### src/rtl/kpcalc_pkg.sv
package kpcalc_pkg;

   // operand width; the block emits the low 32 bits of every result
   localparam int OPW = 32;
   localparam int CW  = $clog2(OPW);
   localparam int RESULT_W = 32;

   // keypad codes
   localparam logic [7:0] KEY_NONE  = 8'h00;
   localparam logic [7:0] KEY_PLUS  = 8'h2B;
   localparam logic [7:0] KEY_MINUS = 8'h2D;
   localparam logic [7:0] KEY_TIMES = 8'h2A;
   localparam logic [7:0] KEY_DIV   = 8'h2F;
   localparam logic [7:0] KEY_EQ    = 8'h3D;
   localparam logic [7:0] KEY_ZERO  = 8'h30;
   localparam logic [7:0] KEY_NINE  = 8'h39;

   // serial unit operations
   localparam logic [2:0] OP_ACC1 = 3'd0;
   localparam logic [2:0] OP_ACC2 = 3'd1;
   localparam logic [2:0] OP_ADD  = 3'd2;
   localparam logic [2:0] OP_SUB  = 3'd3;
   localparam logic [2:0] OP_MUL  = 3'd4;
   localparam logic [2:0] OP_DIV  = 3'd5;

   typedef struct packed {
      logic           start;
      logic           clear;
      logic [2:0]     op;
      logic [OPW-1:0] addend;
   } kpc_ctrl_type;

   typedef struct packed {
      logic busy;
      logic second_zero;
   } kpc_stat_type;

endpackage

### src/rtl/kpcalc_req_if.sv
interface kpcalc_req_if;
   logic       valid;
   logic       ready;
   logic [7:0] key_code;

   modport source (output valid, output key_code, input ready);
   modport sink   (input valid, input key_code, output ready);
endinterface

### src/rtl/kpcalc_rsp_if.sv
interface kpcalc_rsp_if;
   logic               valid;
   logic               ready;
   logic signed [31:0] result_value;
   logic               divide_by_zero;
   logic               unknown_operator;

   modport source (output valid, output result_value, output divide_by_zero,
                   output unknown_operator, input ready);
   modport sink   (input valid, input result_value, input divide_by_zero,
                   input unknown_operator, output ready);
endinterface

### src/rtl/kpcalc_core.sv
module kpcalc_core (
   input  logic                         clock,
   input  logic                         reset,
   input  kpcalc_pkg::kpc_ctrl_type     ctrl,
   output kpcalc_pkg::kpc_stat_type     stat,
   output logic [kpcalc_pkg::OPW-1:0]   result
);
   import kpcalc_pkg::*;

   localparam logic [CW-1:0] LAST = CW'(OPW - 1);

   logic [OPW-1:0] first_ff, first_in;
   logic [OPW-1:0] second_ff, second_in;
   logic [OPW-1:0] work_ff, work_in;
   logic [2:0]     hist_ff, hist_in;
   logic [1:0]     carry_ff, carry_in;
   logic [CW-1:0]  count_ff, count_in;
   logic           busy_ff, busy_in;
   logic [2:0]     op_ff, op_in;

   logic [OPW-1:0] tgt;
   logic [2:0]     sum3;
   logic [OPW:0]   shifted;
   logic [OPW:0]   diff;

   always_comb begin
      first_in  = first_ff;
      second_in = second_ff;
      work_in   = work_ff;
      hist_in   = hist_ff;
      carry_in  = carry_ff;
      count_in  = count_ff;
      busy_in   = busy_ff;
      op_in     = op_ff;
      tgt       = (op_ff == OP_ACC1) ? first_ff : second_ff;
      sum3      = '0;
      shifted   = {work_ff, first_ff[OPW-1]};
      diff      = shifted - {1'b0, second_ff};

      if (ctrl.clear) begin
         first_in  = '0;
         second_in = '0;
      end else if (ctrl.start) begin
         busy_in  = 1'b1;
         op_in    = ctrl.op;
         count_in = '0;
         hist_in  = '0;
         carry_in = (ctrl.op == OP_SUB) ? 2'd1 : 2'd0;
         work_in  = (ctrl.op == OP_ACC1 || ctrl.op == OP_ACC2) ? ctrl.addend : '0;
      end else if (busy_ff) begin
         count_in = count_ff + 1'b1;
         if (count_ff == LAST) begin
            busy_in = 1'b0;
         end
         case (op_ff)
            OP_ACC1, OP_ACC2: begin
               // acc*10 bit i = acc[i-1] + acc[i-3], taken from the history
               sum3 = {2'b0, hist_ff[2]} + {2'b0, hist_ff[0]} + {2'b0, work_ff[0]}
                      + {1'b0, carry_ff};
               carry_in = sum3[2:1];
               hist_in  = {hist_ff[1:0], tgt[0]};
               work_in  = {work_ff[OPW-1], work_ff[OPW-1:1]};
               if (op_ff == OP_ACC1) begin
                  first_in  = {sum3[0], first_ff[OPW-1:1]};
               end else begin
                  second_in = {sum3[0], second_ff[OPW-1:1]};
               end
            end
            OP_ADD, OP_SUB: begin
               sum3 = {2'b0, first_ff[0]}
                      + {2'b0, second_ff[0] ^ (op_ff == OP_SUB)}
                      + {2'b0, carry_ff[0]};
               carry_in  = {1'b0, sum3[1]};
               first_in  = {sum3[0], first_ff[OPW-1:1]};
               second_in = {second_ff[0], second_ff[OPW-1:1]};
            end
            OP_MUL: begin
               if (second_ff[0]) begin
                  work_in = work_ff + first_ff;
               end
               first_in  = {first_ff[OPW-2:0], 1'b0};
               second_in = {1'b0, second_ff[OPW-1:1]};
            end
            OP_DIV: begin
               // restoring step: one quotient bit a cycle into first
               if (!diff[OPW]) begin
                  work_in = diff[OPW-1:0];
               end else begin
                  work_in = shifted[OPW-1:0];
               end
               first_in = {first_ff[OPW-2:0], ~diff[OPW]};
            end
            default: begin
               busy_in = 1'b0;
            end
         endcase
      end
   end

   always_ff @(posedge clock) begin
      if (reset) begin
         first_ff  <= '0;
         second_ff <= '0;
         busy_ff   <= 1'b0;
         count_ff  <= '0;
         op_ff     <= OP_ACC1;
      end else begin
         first_ff  <= first_in;
         second_ff <= second_in;
         busy_ff   <= busy_in;
         count_ff  <= count_in;
         op_ff     <= op_in;
      end
   end

   always_ff @(posedge clock) begin
      work_ff  <= work_in;
      hist_ff  <= hist_in;
      carry_ff <= carry_in;
   end

   assign result           = (op_ff == OP_MUL) ? work_ff : first_ff;
   assign stat.busy        = busy_ff;
   assign stat.second_zero = (second_ff == '0);

endmodule

### src/rtl/keypad_two_operand_calculator_unit.sv
// Two-operand keypad calculator. Keys arrive one per transfer on req_chan:
// leading digits build the first operand, the first non-digit key is the
// operator, every later key is folded into the second operand as
// operand*10 + (key - '0'), wrapping at the operand width. Code 0 is
// ignored. '=' yields one transfer on rsp_chan with the sum, difference,
// product or unsigned quotient (low 32 bits) and clears the entry state.
// A missing or unknown operator gives 0 with unknown_operator set; '/'
// with a zero second operand gives 0 with divide_by_zero set.
// Timing: arithmetic runs through a bit-serial unit that takes one bit of
// the operand per cycle. An operand key holds off the next key until the
// serial unit is done; an operator or no-key code does not hold it off. '='
// with valid arithmetic runs the serial unit, then loads the result and
// takes the next key after the load; when it ends in a flag the serial unit
// is skipped, the result is loaded directly and the next key is taken after
// the load. The result register frees the input side while a
// result waits; only a second '=' stalls behind it.
module keypad_two_operand_calculator_unit (
   input  logic          clock,
   input  logic          reset,
   kpcalc_req_if.sink    req_chan,
   kpcalc_rsp_if.source  rsp_chan
);
   import kpcalc_pkg::*;

   localparam logic [1:0] ST_IDLE = 2'd0;
   localparam logic [1:0] ST_CALC = 2'd1;
   localparam logic [1:0] ST_LOAD = 2'd2;

   logic [1:0]          state_ff, state_in;
   logic                seen_ff, seen_in;     // operator captured
   logic [7:0]          opkey_ff, opkey_in;
   logic                eq_ff, eq_in;         // current job ends in a result
   logic                dz_ff, dz_in;
   logic                unk_ff, unk_in;
   logic                rsp_valid_ff, rsp_valid_in;
   logic [31:0]         result_ff, result_in;
   logic                rdz_ff, rdz_in;
   logic                runk_ff, runk_in;

   kpc_ctrl_type        ctrl;
   kpc_stat_type        stat;
   logic [OPW-1:0]      core_result;

   logic                accept;
   logic [8:0]          digit9;
   logic                known_op;
   logic [2:0]          eq_op;

   assign req_chan.ready = (state_ff == ST_IDLE);
   assign accept         = req_chan.valid && req_chan.ready;
   // key - '0' as a signed 9-bit value, then sign-extended to the operand
   assign digit9         = {1'b0, req_chan.key_code} - {1'b0, KEY_ZERO};

   always_comb begin
      known_op = seen_ff;
      eq_op    = OP_ADD;
      case (opkey_ff)
         KEY_PLUS:  eq_op = OP_ADD;
         KEY_MINUS: eq_op = OP_SUB;
         KEY_TIMES: eq_op = OP_MUL;
         KEY_DIV:   eq_op = OP_DIV;
         default:   known_op = 1'b0;
      endcase
   end

   always_comb begin
      state_in     = state_ff;
      seen_in      = seen_ff;
      opkey_in     = opkey_ff;
      eq_in        = eq_ff;
      dz_in        = dz_ff;
      unk_in       = unk_ff;
      rsp_valid_in = rsp_valid_ff;
      result_in    = result_ff;
      rdz_in       = rdz_ff;
      runk_in      = runk_ff;
      ctrl.start   = 1'b0;
      ctrl.clear   = 1'b0;
      ctrl.op      = OP_ACC1;
      ctrl.addend  = OPW'($signed(digit9));

      if (rsp_valid_ff && rsp_chan.ready) begin
         rsp_valid_in = 1'b0;
      end

      case (state_ff)
         ST_IDLE: begin
            if (accept && req_chan.key_code != KEY_NONE) begin
               if (req_chan.key_code != KEY_EQ) begin
                  eq_in = 1'b0;
                  if (seen_ff) begin
                     ctrl.start = 1'b1;
                     ctrl.op    = OP_ACC2;
                     state_in   = ST_CALC;
                  end else if (req_chan.key_code inside {[KEY_ZERO:KEY_NINE]}) begin
                     ctrl.start = 1'b1;
                     ctrl.op    = OP_ACC1;
                     state_in   = ST_CALC;
                  end else begin
                     opkey_in = req_chan.key_code;
                     seen_in  = 1'b1;
                  end
               end else begin
                  eq_in = 1'b1;
                  if (!known_op) begin
                     unk_in   = 1'b1;
                     dz_in    = 1'b0;
                     state_in = ST_LOAD;
                  end else if (eq_op == OP_DIV && stat.second_zero) begin
                     unk_in   = 1'b0;
                     dz_in    = 1'b1;
                     state_in = ST_LOAD;
                  end else begin
                     unk_in     = 1'b0;
                     dz_in      = 1'b0;
                     ctrl.start = 1'b1;
                     ctrl.op    = eq_op;
                     state_in   = ST_CALC;
                  end
               end
            end
         end
         ST_CALC: begin
            if (!stat.busy) begin
               state_in = eq_ff ? ST_LOAD : ST_IDLE;
            end
         end
         ST_LOAD: begin
            // wait for the output register to be free, then clear the entry
            if (!rsp_valid_ff || rsp_chan.ready) begin
               rsp_valid_in = 1'b1;
               result_in    = (dz_ff || unk_ff) ? '0 : RESULT_W'(core_result);
               rdz_in       = dz_ff;
               runk_in      = unk_ff;
               ctrl.clear   = 1'b1;
               seen_in      = 1'b0;
               opkey_in     = KEY_NONE;
               eq_in        = 1'b0;
               state_in     = ST_IDLE;
            end
         end
         default: begin
            state_in = ST_IDLE;
         end
      endcase
   end

   always_ff @(posedge clock) begin
      if (reset) begin
         state_ff     <= ST_IDLE;
         seen_ff      <= 1'b0;
         opkey_ff     <= KEY_NONE;
         eq_ff        <= 1'b0;
         rsp_valid_ff <= 1'b0;
      end else begin
         state_ff     <= state_in;
         seen_ff      <= seen_in;
         opkey_ff     <= opkey_in;
         eq_ff        <= eq_in;
         rsp_valid_ff <= rsp_valid_in;
      end
   end

   always_ff @(posedge clock) begin
      dz_ff     <= dz_in;
      unk_ff    <= unk_in;
      result_ff <= result_in;
      rdz_ff    <= rdz_in;
      runk_ff   <= runk_in;
   end

   kpcalc_core u_core (
      .clock  (clock),
      .reset  (reset),
      .ctrl   (ctrl),
      .stat   (stat),
      .result (core_result)
   );

   assign rsp_chan.valid            = rsp_valid_ff;
   assign rsp_chan.result_value     = result_ff;
   assign rsp_chan.divide_by_zero   = rdz_ff;
   assign rsp_chan.unknown_operator = runk_ff;

   // both flags never raised together
   a_flags_exclusive: assert property (@(posedge clock) disable iff (reset)
      rsp_valid_ff |-> !(rdz_ff && runk_ff))
      else $error("both error flags set");

   // a flagged result carries zero
   a_flag_zero: assert property (@(posedge clock) disable iff (reset)
      rsp_valid_ff && (rdz_ff || runk_ff) |-> result_ff == '0)
      else $error("flagged result not zero");

   // an operand key starts the serial unit
   a_digit_starts: assert property (@(posedge clock) disable iff (reset)
      accept && req_chan.key_code != KEY_NONE && req_chan.key_code != KEY_EQ
      && (seen_ff || (req_chan.key_code >= KEY_ZERO && req_chan.key_code <= KEY_NINE))
      |=> stat.busy)
      else $error("operand key did not start the serial unit");

   // the serial unit is never busy while keys are taken
   a_idle_not_busy: assert property (@(posedge clock) disable iff (reset)
      req_chan.ready |-> !stat.busy)
      else $error("key taken while serial unit busy");

   // loading a result clears the operator
   a_load_clears: assert property (@(posedge clock) disable iff (reset)
      state_ff == ST_LOAD && (!rsp_valid_ff || rsp_chan.ready) |=> !seen_ff && rsp_valid_ff)
      else $error("entry state not cleared on result");

endmodule

### src/flat_wrapper.sv
// flat-port wrapper written by rule: the top's interface ports become plain ports
module keypad_two_operand_calculator_unit_flat import kpcalc_pkg::*;
  (clock, reset, req_chan_valid, req_chan_key_code, req_chan_ready, rsp_chan_valid, rsp_chan_result_value, rsp_chan_divide_by_zero, rsp_chan_unknown_operator, rsp_chan_ready);
  kpcalc_req_if req_chan_i ();
  kpcalc_rsp_if rsp_chan_i ();
  input  logic clock;
  input  logic reset;
  input wire logic [$bits(req_chan_i.valid)-1:0] req_chan_valid;
  input wire logic [$bits(req_chan_i.key_code)-1:0] req_chan_key_code;
  output wire logic [$bits(req_chan_i.ready)-1:0] req_chan_ready;
  output wire logic [$bits(rsp_chan_i.valid)-1:0] rsp_chan_valid;
  output wire logic [$bits(rsp_chan_i.result_value)-1:0] rsp_chan_result_value;
  output wire logic [$bits(rsp_chan_i.divide_by_zero)-1:0] rsp_chan_divide_by_zero;
  output wire logic [$bits(rsp_chan_i.unknown_operator)-1:0] rsp_chan_unknown_operator;
  input wire logic [$bits(rsp_chan_i.ready)-1:0] rsp_chan_ready;
  assign req_chan_i.valid = req_chan_valid;
  assign req_chan_i.key_code = req_chan_key_code;
  assign req_chan_ready = req_chan_i.ready;
  assign rsp_chan_valid = rsp_chan_i.valid;
  assign rsp_chan_result_value = rsp_chan_i.result_value;
  assign rsp_chan_divide_by_zero = rsp_chan_i.divide_by_zero;
  assign rsp_chan_unknown_operator = rsp_chan_i.unknown_operator;
  assign rsp_chan_i.ready = rsp_chan_ready;
  keypad_two_operand_calculator_unit u_core (.clock(clock), .reset(reset), .req_chan(req_chan_i), .rsp_chan(rsp_chan_i));
endmodule
### config.mk
export PLATFORM = sky130hd
export DESIGN_NAME = keypad_two_operand_calculator_unit_flat
export DESIGN_NICKNAME = d
export VERILOG_FILES = /design/src/rtl/kpcalc_pkg.sv /design/src/rtl/kpcalc_req_if.sv /design/src/rtl/kpcalc_rsp_if.sv /design/src/rtl/kpcalc_core.sv /design/src/rtl/keypad_two_operand_calculator_unit.sv /design/src/flat_wrapper.sv
export SDC_FILE = /design/constraint.sdc
export NUM_CORES = 1
export LEC_CHECK = 0
export BUFFER_PORTS_ARGS = -buffer_cell sky130_fd_sc_hd__buf_2
export CORE_UTILIZATION = 60
export DETAILED_ROUTE_END_ITERATION = 12
export GPL_TIMING_DRIVEN = 0
export PLACE_DENSITY = 0.78
export SYNTH_ARGS = -nofsm -noshare
export SYNTH_HDL_FRONTEND = slang
export SYNTH_HIERARCHICAL = 1
export SYNTH_SLANG_ARGS = --single-unit
### constraint.sdc
create_clock -name clock -period 7.4 [get_ports clock]
set_clock_uncertainty 0.15 [all_clocks]
set_input_delay 0.37 -clock clock [delete_from_list [all_inputs] [get_ports clock]]
set_output_delay 0.37 -clock clock [all_outputs]
set_load 0.05 [all_outputs]
==> out/qor.yml, run 1 <==
sta:
  drv_slew: 0
  fmax_ghz: 0.237
  layout_setup_ws_ps: 3180
  hold_ws_ps: 33.5
  hold_violations: 0
  fin_tns_setup_ps: 0
  tightest_slew_ps: 1060
  setup_viol: 0
  finalCriticalPeriod_ps: 4220
  finalCritPeriodShare_pct: 57.0
  rsz0062_at_grt: "no"
  slew-limit-headroom_pct: 28.7
synthesis:
  synth_area_leader_cell: "edfxtp_1"
  synth_xor_xnor_area_share_pct: 3.90
  synthMuxAreaShare_pct: 2.66
  synth_cell_types: 79
  synth_cells: 1433
  synthSimpleGateAreaFrac_pct: 21.1
  yosysWarnings: 6
  synth-compound-area-share_pct: 25.4
  syn_area_per_cell_um2: 8.15
  synth_area_leaders: "edfxtp_1, dfxtp_1, ha_1"
  ys_seq_elements: 159
  synthAdderAreaFrac_pct: 8.58
  synth-edff-count: 73
  synth_top_area_share_pct: 18.8
  synthFlopType: "dfxtp_1"
  async_flop_share_pct: 0
  syn_area_um2: 11700
  synth_top_family_by_area: "compound AO/OA/AOI/OAI gates"
  syn-num-nets: 1522
  synth_seq_area_share_pct: 33.5
setup_path:
  reg2reg_from: "u_core/u_core/first_ff[31]$_SDFFE_PP0P_"
  crit_path_end_kind: "register"
  max_stage_delay_ps: 480
  start_kind: "register"
  crit_required_ps: 7430
  cp_max_fo: 10
  rr_endpoint: "u_core/u_core/work_ff[22]$_DFFE_PP_"
  ff2ff_setup_slack_ps: 3180
  criticalPathCategory: "register to register"
  crit_slowest_cell: "or4_4"
  critPathArrivalTime_ps: 4250
  rr_worst_depth: 15
  worstPathCellList: "inv_1, ha_1, inv_1, fa_1, a211oi_2, o21ai_2, o21a_1, o21a_1, or4_4, and3_1, buf_6, buf_12, mux2i_1, o221ai_1, a22o_1"
finish:
  area_growth_pct: 10.2
  final_cell_mix: "nand2_1, nor2_1, a21oi_1"
  drive_above_1_share_pct: 8.18
  utilization_pct: 68.1
  layout_commonest_cell: "nand2_1"
  fin_area_um2: 12900
  antenna_cells: 0
  fin_cells: 1775
  nNetsFinal: 1591
  fillers: 1654
clock_network:
  cts_max_level: 4
  cts_buffer_depth: 2
  clkSinkCount: 159
  cts_setup_buffers: 0
  cts_hold_buf: 0
  cts_buffers: 17
  cts_resized: 0
  cts_tree: "built"
  clk_pin_slew_worst_paths_ps: 70
  root_buffer: "clkbuf_16"
  insertion_delay_ps: 430
global_route:
  grt_pass1_vias: 9777
  grt_max_degree: 35
  grt_pass1_wl_mm: 52.3
  grt.total_usage_pct: 33.9
  grt_overflow: 0
  grt_antenna_before_repair: 0
floorplanning:
  die_area_um2: 20000
  fp.dieH_um: 141
  rows: 50
  io_pins: 48
  die_x_um: 141
  start_util_pct: 61.8
  coreArea_um2: 18900
placement:
  dpl_worst_slack_ps: 3090
  dpl.cell_count: 1743
  place_area_um2: 12300
  hpwl_mm: 26.0
  place_congestion: 0.995
  numPortBuffers: 47
routing:
  finalWirelength_mm: 34.0
  firstDrtPassIters: 5
  vias: 11200
  detail-route-antenna-nets: 0
  drt_iter0_drc: 1134
  drt-vias-per-instance: 6.31
  drc: 0
  post_drt_wl_per_cell_um: 19.2
power_and_ir_drop:
  p_leak_nw: 5.09
  cellPowerDensity_nw_per_um2: 198
  ir_worst_vdd_v: 0.000191
  total_power_mw: 2.54
worst_hold_path:
  whs_path_depth: 2
  min_path_type: "input port to register"
  hold_end: "u_core/rsp_chan.valid$_SDFF_PP0_"
  min_from: "reset"
outcome:
  status: "completed"
job:
  maxCapViolCount: 0
kinds of logic after synthesis:
kind of cell	count (synthesis)
fa+ha+maj	77
xor+xnor	52
mux	31
flops	159
buf+inv	134
simple gates	543
compound gates	437
Yosys cell counts, types with 4 or more instances:
cell type	n
nand2_1	239
fa_1	5
a221o_1	5
and3_1	10
o211ai_1	9
or2_2	4
a31oi_1	13
nor3_1	20
a21boi_0	4
a211oi_1	51
o21ai_0	66
xnor2_1	30
a21o_1	33
o311a_1	4
or3_1	6
a31o_2	6
clkbuf_1	61
xor2_1	22
o221ai_1	14
a22oi_1	37
nand3_1	19
nor2b_1	11
a21oi_1	103
mux2i_1	31
o21bai_1	7
o21a_1	18
nor2_1	138
o22ai_1	10
a2111oi_0	6
ha_1	72
buf_2	8
dfxtp_1	86
and2_1	44
o2111ai_1	5
nand4_1	13
buf_1	7
a22o_1	16
inv_1	53
edfxtp_1	73
nand2b_1	6
nor4_1	9
worst max path at each step:
stage,depth (start not counted),to,slack (ps),startpoint
after global placement,6,u_core/u_core/first_ff[28]$_SDFFE_PP0P_,2430,u_core/state_ff[1]$_SDFFE_PP0P_
after global routing,15,u_core/u_core/work_ff[1]$_DFFE_PP_,3060,u_core/u_core/second_ff[0]$_SDFFE_PP0P_
final,15,u_core/u_core/work_ff[22]$_DFFE_PP_,3180,u_core/u_core/first_ff[31]$_SDFFE_PP0P_
after detailed placement,14,u_core/u_core/first_ff[30]$_SDFFE_PP0P_,3090,u_core/u_core/second_ff[0]$_SDFFE_PP0P_
after floorplan,4,u_core/u_core/work_ff[0]$_DFFE_PP_,3640,u_core/rsp_chan.valid$_SDFF_PP0_
after CTS,14,u_core/u_core/first_ff[30]$_SDFFE_PP0P_,3030,u_core/u_core/second_ff[0]$_SDFFE_PP0P_
power by group:
group	internal (mW)	switching, mW
clock network	0.442	0.402
registers	0.967	0.0740
logic	0.265	0.390
state kept, by name, summed over array words and instances (netlist names), 2 cells and up:
name and flops:
u_core/opkey_ff 8, u_core/rsp_chan.result_value 32, u_core/state_ff 2, u_core/u_core/carry_ff 2, u_core/u_core/count_ff 5, u_core/u_core/first_ff 32
u_core/u_core/hist_ff 3, u_core/u_core/op_ff 3, u_core/u_core/second_ff 32, u_core/u_core/work_ff 32
per-layer routing:
layer	wire (um)	GRT usage, %
met5	0	0
met4	1010	12.3
met3	3280	5.13
met2	14500	51.2
met1	15200	49.0
area by class of cell:
type / instances / area, um^2 / area share, %
multi-input combinational: 1140 / 7230 / 56.2
buffer: 81 / 357 / 2.77
clock buffer: 18 / 429 / 3.34
clock inverter: 14 / 120 / 0.934
sequential: 159 / 3910 / 30.4
timing repair buffer: 50 / 290 / 2.26
inverter: 53 / 199 / 1.55
tap: 260 / 325 / 2.53
worst max-delay path, delay by kind of cell, from the launching register on:
| family | cells | cell delay (ps) |
|---|---|---|
| AO/OA/AOI/OAI | 6 | 1280 |
| adder cells (fa/ha/maj) | 2 | 670 |
| buffers and inverters | 4 | 580 |
| flip-flops | 1 | 410 |
| multiplexers | 1 | 200 |
| AND/OR/NAND/NOR | 2 | 670 |
Power figures use the tool's default switching activity.
==> inputs of run 2 (changes only) <==
--- a/config.mk
+++ b/config.mk
@@ -6,10 +6,10 @@
 export NUM_CORES = 1
 export LEC_CHECK = 0
 export BUFFER_PORTS_ARGS = -buffer_cell sky130_fd_sc_hd__buf_2
-export CORE_UTILIZATION = 60
+export CORE_UTILIZATION = 57
 export DETAILED_ROUTE_END_ITERATION = 12
 export GPL_TIMING_DRIVEN = 0
-export PLACE_DENSITY = 0.78
+export PLACE_DENSITY = 0.77
 export SYNTH_ARGS = -nofsm -noshare
 export SYNTH_HDL_FRONTEND = slang
 export SYNTH_HIERARCHICAL = 1
==> constraint.sdc (replaced) <==
create_clock -name clock -period 3.8 [get_ports clock]
set_clock_uncertainty 0.15 [all_clocks]
set_input_delay 0.19 -clock clock [delete_from_list [all_inputs] [get_ports clock]]
set_output_delay 0.19 -clock clock [all_outputs]
set_load 0.05 [all_outputs]
==> run 2 against run 1 <==
  * Count of clock-buffer cells in the layout unchanged
  * Cell count up 1.8%
  * Via count grew 1.8%
  * Largest cell class unchanged
  * Highest routed layer unchanged
==> out/qor.yml, run 2 (synthesis results as in run 1) <==
clock_network:
  cts_max_level: 4  # unchanged
  cts_tree: "built"  # unchanged
  root_buffer: "clkbuf_16"  # unchanged
  cts_buffer_depth: 2  # unchanged
  clk_pin_slew_worst_paths_ps: 70  # about the same
  clkSinkCount: 159  # unchanged
  cts_buffers: 17  # unchanged
  insertion_delay_ps: 440  # was 430 ps
setup_path:
  cp_top_family: "compound AO/OA/AOI/OAI gates"  # unchanged
  cp_max_fo: 10  # unchanged
  critPathArrivalTime_ps: 3820  # was 4250 ps
  critical_path_buf_inv_count: 4  # unchanged
  rr_endpoint: "u_core/u_core/work_ff[18]$_DFFE_PP_"  # was u_core/u_core/work_ff[22]$_DFFE_PP_
  reg2reg_from: "u_core/u_core/first_ff[31]$_SDFFE_PP0P_"  # unchanged
  rr_worst_depth: 15  # unchanged
  max_stage_delay_ps: 480  # about the same
  crit_slowest_cell: "or4_4"  # unchanged
  worstPathCellList: "inv_4, ha_2, inv_1, fa_2, a211oi_2, o21ai_2, o21a_2, o21a_1, or4_4, and3_4, buf_6, buf_12, mux2i_2, o221ai_1, a22o_1"  # was inv_1, ha_1, inv_1, fa_1, a211oi_2, o21ai_2, o21a_1, o21a_1, or4_4, and3_1, buf_6, buf_12, mux2i_1, o221ai_1, a22o_1
  start_kind: "register"  # unchanged
  crit_path_end_kind: "register"  # unchanged
  ff2ff_setup_slack_ps: 10  # was 3180 ps
  criticalPathCategory: "register to register"  # unchanged
  crit_required_ps: 3830  # was 7430 ps
floorplanning:
  rows: 51  # was 50
  start_util_pct: 59.0  # was 61.8%
  fp.dieH_um: 145  # was 141 um
  io_pins: 48  # unchanged
  die_area_um2: 21100  # was 20,000 um^2
  die_x_um: 145  # was 141 um
  coreArea_um2: 19800  # was 18,900 um^2
finish:
  area_growth_pct: 13.7  # was 10.2%
  antenna_cells: 0  # unchanged
  fillers: 1670  # was 1,654
  utilization_pct: 67.1  # was 68.1%
  final_cell_mix: "nand2_1, nor2_1, a21oi_1"  # unchanged
  nNetsFinal: 1618  # was 1,591
  drive_above_1_share_pct: 10.7  # was 8.18%
  layout_commonest_cell: "nand2_1"  # unchanged
sta:
  hold_violations: 0  # unchanged
  fmax_ghz: 0.264  # was 0.237 GHz
  rsz0062_at_grt: "yes"  # was no
  finalCritPeriodShare_pct: 99.7  # was 57.0%
  tightest_slew_ps: 1040  # was 1060 ps
  setup_viol: 0  # unchanged
  finalCriticalPeriod_ps: 3790  # was 4220 ps
  drv_slew: 0  # unchanged
  slew-limit-headroom_pct: 30.3  # was 28.7%
  layout_setup_ws_ps: 12.0  # was 3180 ps
job:
  maxCapViolCount: 0  # unchanged
power_and_ir_drop:
  p_leak_nw: 5.24  # was 5.09 nW
  cellPowerDensity_nw_per_um2: 388  # was 198 nW/um^2
  ir_worst_vdd_v: 0.000341  # was 0.000191 V
global_route:
  grt_pass1_wl_mm: 54.7  # was 52.3 mm
  grt.total_usage_pct: 32.8  # was 33.9%
  grt_max_degree: 35  # unchanged
  grt_pass1_vias: 10300  # was 9,777
  grt_antenna_before_repair: 0  # unchanged
  grt_overflow: 0  # unchanged
routing:
  post_drt_wl_per_cell_um: 19.3  # was 19.2 um
  finalWirelength_mm: 34.9  # was 34.0 mm
  vias: 11400  # was 11,200
  drt_iter0_drc: 1303  # was 1,134
  detail-route-antenna-nets: 0  # unchanged
  drt-vias-per-instance: 6.31  # about the same
  drc: 0  # unchanged
  firstDrtPassIters: 6  # was 5
worst_hold_path:
  hold_end: "u_core/state_ff[0]$_SDFFE_PP0P_"  # was u_core/rsp_chan.valid$_SDFF_PP0_
  whs_path_depth: 5  # was 2
  min_path_type: "input port to register"  # unchanged
  min_from: "rsp_chan_ready"  # was reset
placement:
  numPortBuffers: 47  # unchanged
  hpwl_mm: 26.0  # about the same
  dpl_worst_slack_ps: -477  # was 3090 ps
  place_congestion: 0.989  # was 0.995
outcome:
  status: "completed"  # unchanged
-- run 2: changes by cell type in the layout (fill, tap and decap cells not counted), sizes merged --
| cell | previous run | this run |
|---|---|---|
| clkinvlp | 1 | 5 |
| inv | 63 | 59 |
| buf | 70 | 86 |
| dlygate4sd3 | 0 | 11 |
| bufinv | 0 | 2 |
| clkinv | 3 | 1 |
-- run 2: power breakdown --
group / switching, mW / internal (mW) / leakage, nW
Sequential: 0.143 / 1.88 / 1.45
Clock: 0.773 / 0.980 / 0.270
Combinational: 0.799 / 0.570 / 3.52
-- run 2: how the worst max path moves through the flow --
stage	end	slack, ps	startpoint	cells after the start
floorplan	u_core/u_core/work_ff[0]$_DFFE_PP_	40	u_core/rsp_chan.valid$_SDFF_PP0_	4
global placement	u_core/u_core/first_ff[28]$_SDFFE_PP0P_	-1160	u_core/state_ff[1]$_SDFFE_PP0P_	6
detailed placement	u_core/u_core/first_ff[27]$_SDFFE_PP0P_	-480	u_core/u_core/second_ff[0]$_SDFFE_PP0P_	14
CTS	u_core/u_core/work_ff[18]$_DFFE_PP_	2	u_core/u_core/first_ff[31]$_SDFFE_PP0P_	15
global route	u_core/u_core/second_ff[25]$_SDFFE_PP0P_	-40	u_core/u_core/second_ff[0]$_SDFFE_PP0P_	14
finish	u_core/u_core/work_ff[18]$_DFFE_PP_	10	u_core/u_core/first_ff[31]$_SDFFE_PP0P_	15
-- run 2: timing repair --
item,CTS,global route
cloned,0,0
buffers inserted,2,15
hold buffers,11,0
hold endpoints to repair,13,0
resized for setup,12,26
pin swaps,5,12
setup endpoints to repair,62,76
-- run 2: layer usage --
| metal | global-route usage [%] | part of all wire [%] | vias up |
|---|---|---|---|
| met4 | 11.6 | 3.0 | 0 |
| met2 | 49.7 | 43 | 671 |
| li1 | - | - | 5426 |
| met3 | 6.54 | 12 | 78 |
| met1 | 46.2 | 42 | 5234 |
| met5 | 0 | 0 | - |
-- run 2: area by class of cell --
class	count	area (um^2)	area share, %
plain buffers	80	363	2.73
well taps	265	332	2.50
repair buffers	78	541	4.07
multi-input cells	1140	7330	55.2
clock buffers	18	429	3.23
flip-flops and latches	159	3920	29.5
clock inverters	14	156	1.18
inverters	53	201	1.52
-- run 2: tightest hold or removal path, cell delays in order --
cell      delay (ps)
buf_2             80
nand2b_1         130
nor2_1            70
nor2_1            80
o21a_1           120
-- run 2: through the flow --
| stage | area (um^2) | hold slack (ps) | TNS, ps | total power [mW] | instances |
|---|---|---|---|---|---|
| 6_report | 13300 | 114 | 0 | 5.15 | 1807 |
| 5_1_grt | 13300 | 142 | -297 | 5.37 | 1807 |
| 4_1_cts | 13100 | 97.4 | 0 | 5.04 | 1793 |
| 3_5_place_dp | 12300 | 305 | -16490 | 3.29 | 1748 |
| 3_3_place_gp | 12200 | 296 | -108550 | 3.26 | 1745 |
| 2_1_floorplan | 11700 | 109 | 0 | 2.95 | 1433 |
==> inputs of run 3 (changes only) <==
--- a/config.mk
+++ b/config.mk
@@ -10,6 +10,7 @@
 export DETAILED_ROUTE_END_ITERATION = 12
 export GPL_TIMING_DRIVEN = 0
 export PLACE_DENSITY = 0.77
+export REMOVE_ABC_BUFFERS = 1
 export SYNTH_ARGS = -nofsm -noshare
 export SYNTH_HDL_FRONTEND = slang
 export SYNTH_HIERARCHICAL = 1
==> run 3 against run 2 <==
  * Routed wire length down 7.1%
  * Via count down 2.3%
  * Core utilization down 0.76 points
  * First-iteration DRC count down 24%
  * Register-to-register slack better by 80 ps
  * Sequential power about the same
  * Clock power down 5%
  * Global-route usage down 3.0 points
  * Highest routed layer unchanged
==> out/qor.yml, run 3 (synthesis results as in run 1) <==
setup_path:
  ff2ff_setup_slack_ps: 90  # was 10 ps
  crit_path_end_kind: "register"  # unchanged
  crit_start: "req_chan_key_code[1]"  # was u_core/u_core/first_ff[31]$_SDFFE_PP0P_
  cp_max_fo: 19  # was 10
  criticalPathCategory: "input port to register"  # was register to register
  rr_endpoint: "u_core/u_core/work_ff[26]$_DFFE_PP_"  # was u_core/u_core/work_ff[18]$_DFFE_PP_
  critical_path_buf_inv_count: 3  # was 4
  worstPathCellList: "dlygate4sd3_1, buf_2, nor4_2, a22oi_1, nor2_1, o311a_4, nand2b_1, nor2_4, buf_8, nand2_1, o311a_1, a32oi_1"  # was inv_4, ha_2, inv_1, fa_2, a211oi_2, o21ai_2, o21a_2, o21a_1, or4_4, and3_4, buf_6, buf_12, mux2i_2, o221ai_1, a22o_1
  cp_top_family: "simple AND/OR/NAND/NOR gates"  # was compound AO/OA/AOI/OAI gates
  rr_worst_depth: 14  # was 15
  start_kind: "input port"  # was register
  critPathArrivalTime_ps: 3840  # was 3820 ps
  reg2reg_from: "u_core/u_core/first_ff[31]$_SDFFE_PP0P_"  # unchanged
  crit_cells: 12  # was 15
  max_stage_delay_ps: 570  # was 480 ps
  crit_end: "u_core/u_core/work_ff[30]$_DFFE_PP_"  # was u_core/u_core/work_ff[18]$_DFFE_PP_
  crit_required_ps: 3920  # was 3830 ps
  crit_slowest_cell: "nor2_1"  # was or4_4
routing:
  detail-route-antenna-nets: 0  # unchanged
  wl_met1_mm: 14.1  # was 14.7 mm
  post_drt_wl_per_cell_um: 18.6  # was 19.3 um
  drc: 0  # unchanged
  dr_wl_met2_mm: 14.2  # was 15.1 mm
  vias: 11100  # was 11,400
  top_layer: "met4"  # unchanged
  drt_iter0_drc: 991  # was 1,303
  wl_met3_mm: 3.29  # was 4.05 mm
  drt-vias-per-instance: 6.39  # was 6.31
  finalWirelength_mm: 32.4  # was 34.9 mm
  firstDrtPassIters: 5  # was 6
clock_network:
  cts_tree: "built"  # unchanged
  cts_buffers: 17  # unchanged
  cts_buffer_depth: 2  # unchanged
  cts_max_level: 4  # unchanged
  clkSinkCount: 159  # unchanged
  clk_pin_slew_worst_paths_ps: 70  # about the same
  root_buffer: "clkbuf_16"  # unchanged
  insertion_delay_ps: 440  # about the same
finish:
  layout_commonest_cell: "nand2_1"  # unchanged
  area_growth_pct: 12.4  # was 13.7%
  nNetsFinal: 1554  # was 1,618
  drive_above_1_share_pct: 11.1  # was 10.7%
  antenna_cells: 0  # unchanged
  final_cell_mix: "nand2_1, nor2_1, a21oi_1"  # unchanged
  utilization_pct: 66.3  # was 67.1%
sta:
  setup_viol: 0  # unchanged
  finalCriticalPeriod_ps: 3720  # was 3790 ps
  drv_slew: 0  # unchanged
  hold_ws_ps: 332  # was 114 ps
  slew-limit-headroom_pct: 11.6  # was 30.3%
  hold_violations: 0  # unchanged
  tightest_slew_ps: 1330  # was 1040 ps
  fmax_ghz: 0.269  # was 0.264 GHz
  finalCritPeriodShare_pct: 97.8  # was 99.7%
floorplanning:
  fp.dieH_um: 145  # unchanged
  start_util_pct: 59.0  # unchanged
  io_pins: 48  # unchanged
  rows: 51  # unchanged
  die_x_um: 145  # unchanged
  coreArea_um2: 19800  # unchanged
  die_area_um2: 21100  # unchanged
global_route:
  grt_pass1_wl_mm: 51.4  # was 54.7 mm
  grt_antenna_before_repair: 0  # unchanged
  grt_pass1_vias: 10100  # was 10,300
  grt_overflow: 0  # unchanged
  grt.total_usage_pct: 29.8  # was 32.8%
  grt_max_degree: 65  # was 35
power_and_ir_drop:
  cellPowerDensity_nw_per_um2: 380  # was 388 nW/um^2
  total_power_mw: 4.99  # was 5.15 mW
  ir_worst_vdd_v: 0.000322  # was 0.000341 V
  p_leak_nw: 5.21  # was 5.24 nW
placement:
  place_congestion: 0.915  # was 0.989
  numPortBuffers: 47  # unchanged
  hpwl_mm: 22.1  # was 26.0 mm
worst_hold_path:
  min_path_type: "register to register"  # was input port to register
job:
  maxCapViolCount: 0  # unchanged
outcome:
  status: "completed"  # unchanged
-- run 3: repair_timing --
item,CTS,global route
hold buffers,12,0
gates cloned,1,2
setup buffers,4,16
gates resized for setup,10,16
endpoints found under the setup margin,95,71
hold endpoints to repair,20,0
pin swaps,3,10
-- run 3: worst min-delay path by stage --
stage | startpoint | to | slack, ps | cells past startpoint
floorplan | reset | u_core/rsp_chan.valid$_SDFF_PP0_ | 110 | 1
global placement | u_core/unk_ff$_DFFE_PP_ | u_core/rsp_chan.unknown_operator$_DFFE_PP_ | 280 | 0
detailed placement | u_core/unk_ff$_DFFE_PP_ | u_core/rsp_chan.unknown_operator$_DFFE_PP_ | 320 | 0
CTS | u_core/u_core/second_ff[2]$_SDFFE_PP0P_ | u_core/u_core/second_ff[1]$_SDFFE_PP0P_ | 330 | 2
global route | u_core/u_core/second_ff[2]$_SDFFE_PP0P_ | u_core/u_core/second_ff[1]$_SDFFE_PP0P_ | 360 | 2
finish | u_core/unk_ff$_DFFE_PP_ | u_core/rsp_chan.unknown_operator$_DFFE_PP_ | 330 | 0
-- run 3: layout make-up --
type                    instances  area (um^2)
fillers                      1642         6660
clock buffers                  18          439
multi-input cells            1143         7370
inverters                      53          205
flip-flops and latches        159         3920
repair buffers                 91          727
well taps                     265          332
clock inverters                14          123
-- run 3: stage by stage --
stage | cells | setup slack (ps) | area, um^2 | setup TNS (ps)
5_1_grt | 1743 | -15.9 | 13100 | -15.9
2_1_floorplan | 1352 | -2250 | 11300 | -117130
3_5_place_dp | 1676 | -668 | 12100 | -31590
3_3_place_gp | 1664 | -4450 | 11900 | -450630
4_1_cts | 1725 | 11.1 | 12900 | 0
6_report | 1743 | 84.3 | 13100 | 0
-- run 3: layer usage --
metal	vias to the layer above	track usage (%)
met1	5177	42.7
met4	0	8.84
met5	-	0
met2	586	45.6
met3	62	5.35
li1	5316	-
-- run 3: power breakdown --
group / switching [mW] / internal, mW / total (mW) / leakage, nW
Combinational: 0.766 / 0.544 / 1.31 / 3.49
Sequential: 0.135 / 1.88 / 2.02 / 1.45
Clock: 0.788 / 0.876 / 1.66 / 0.278
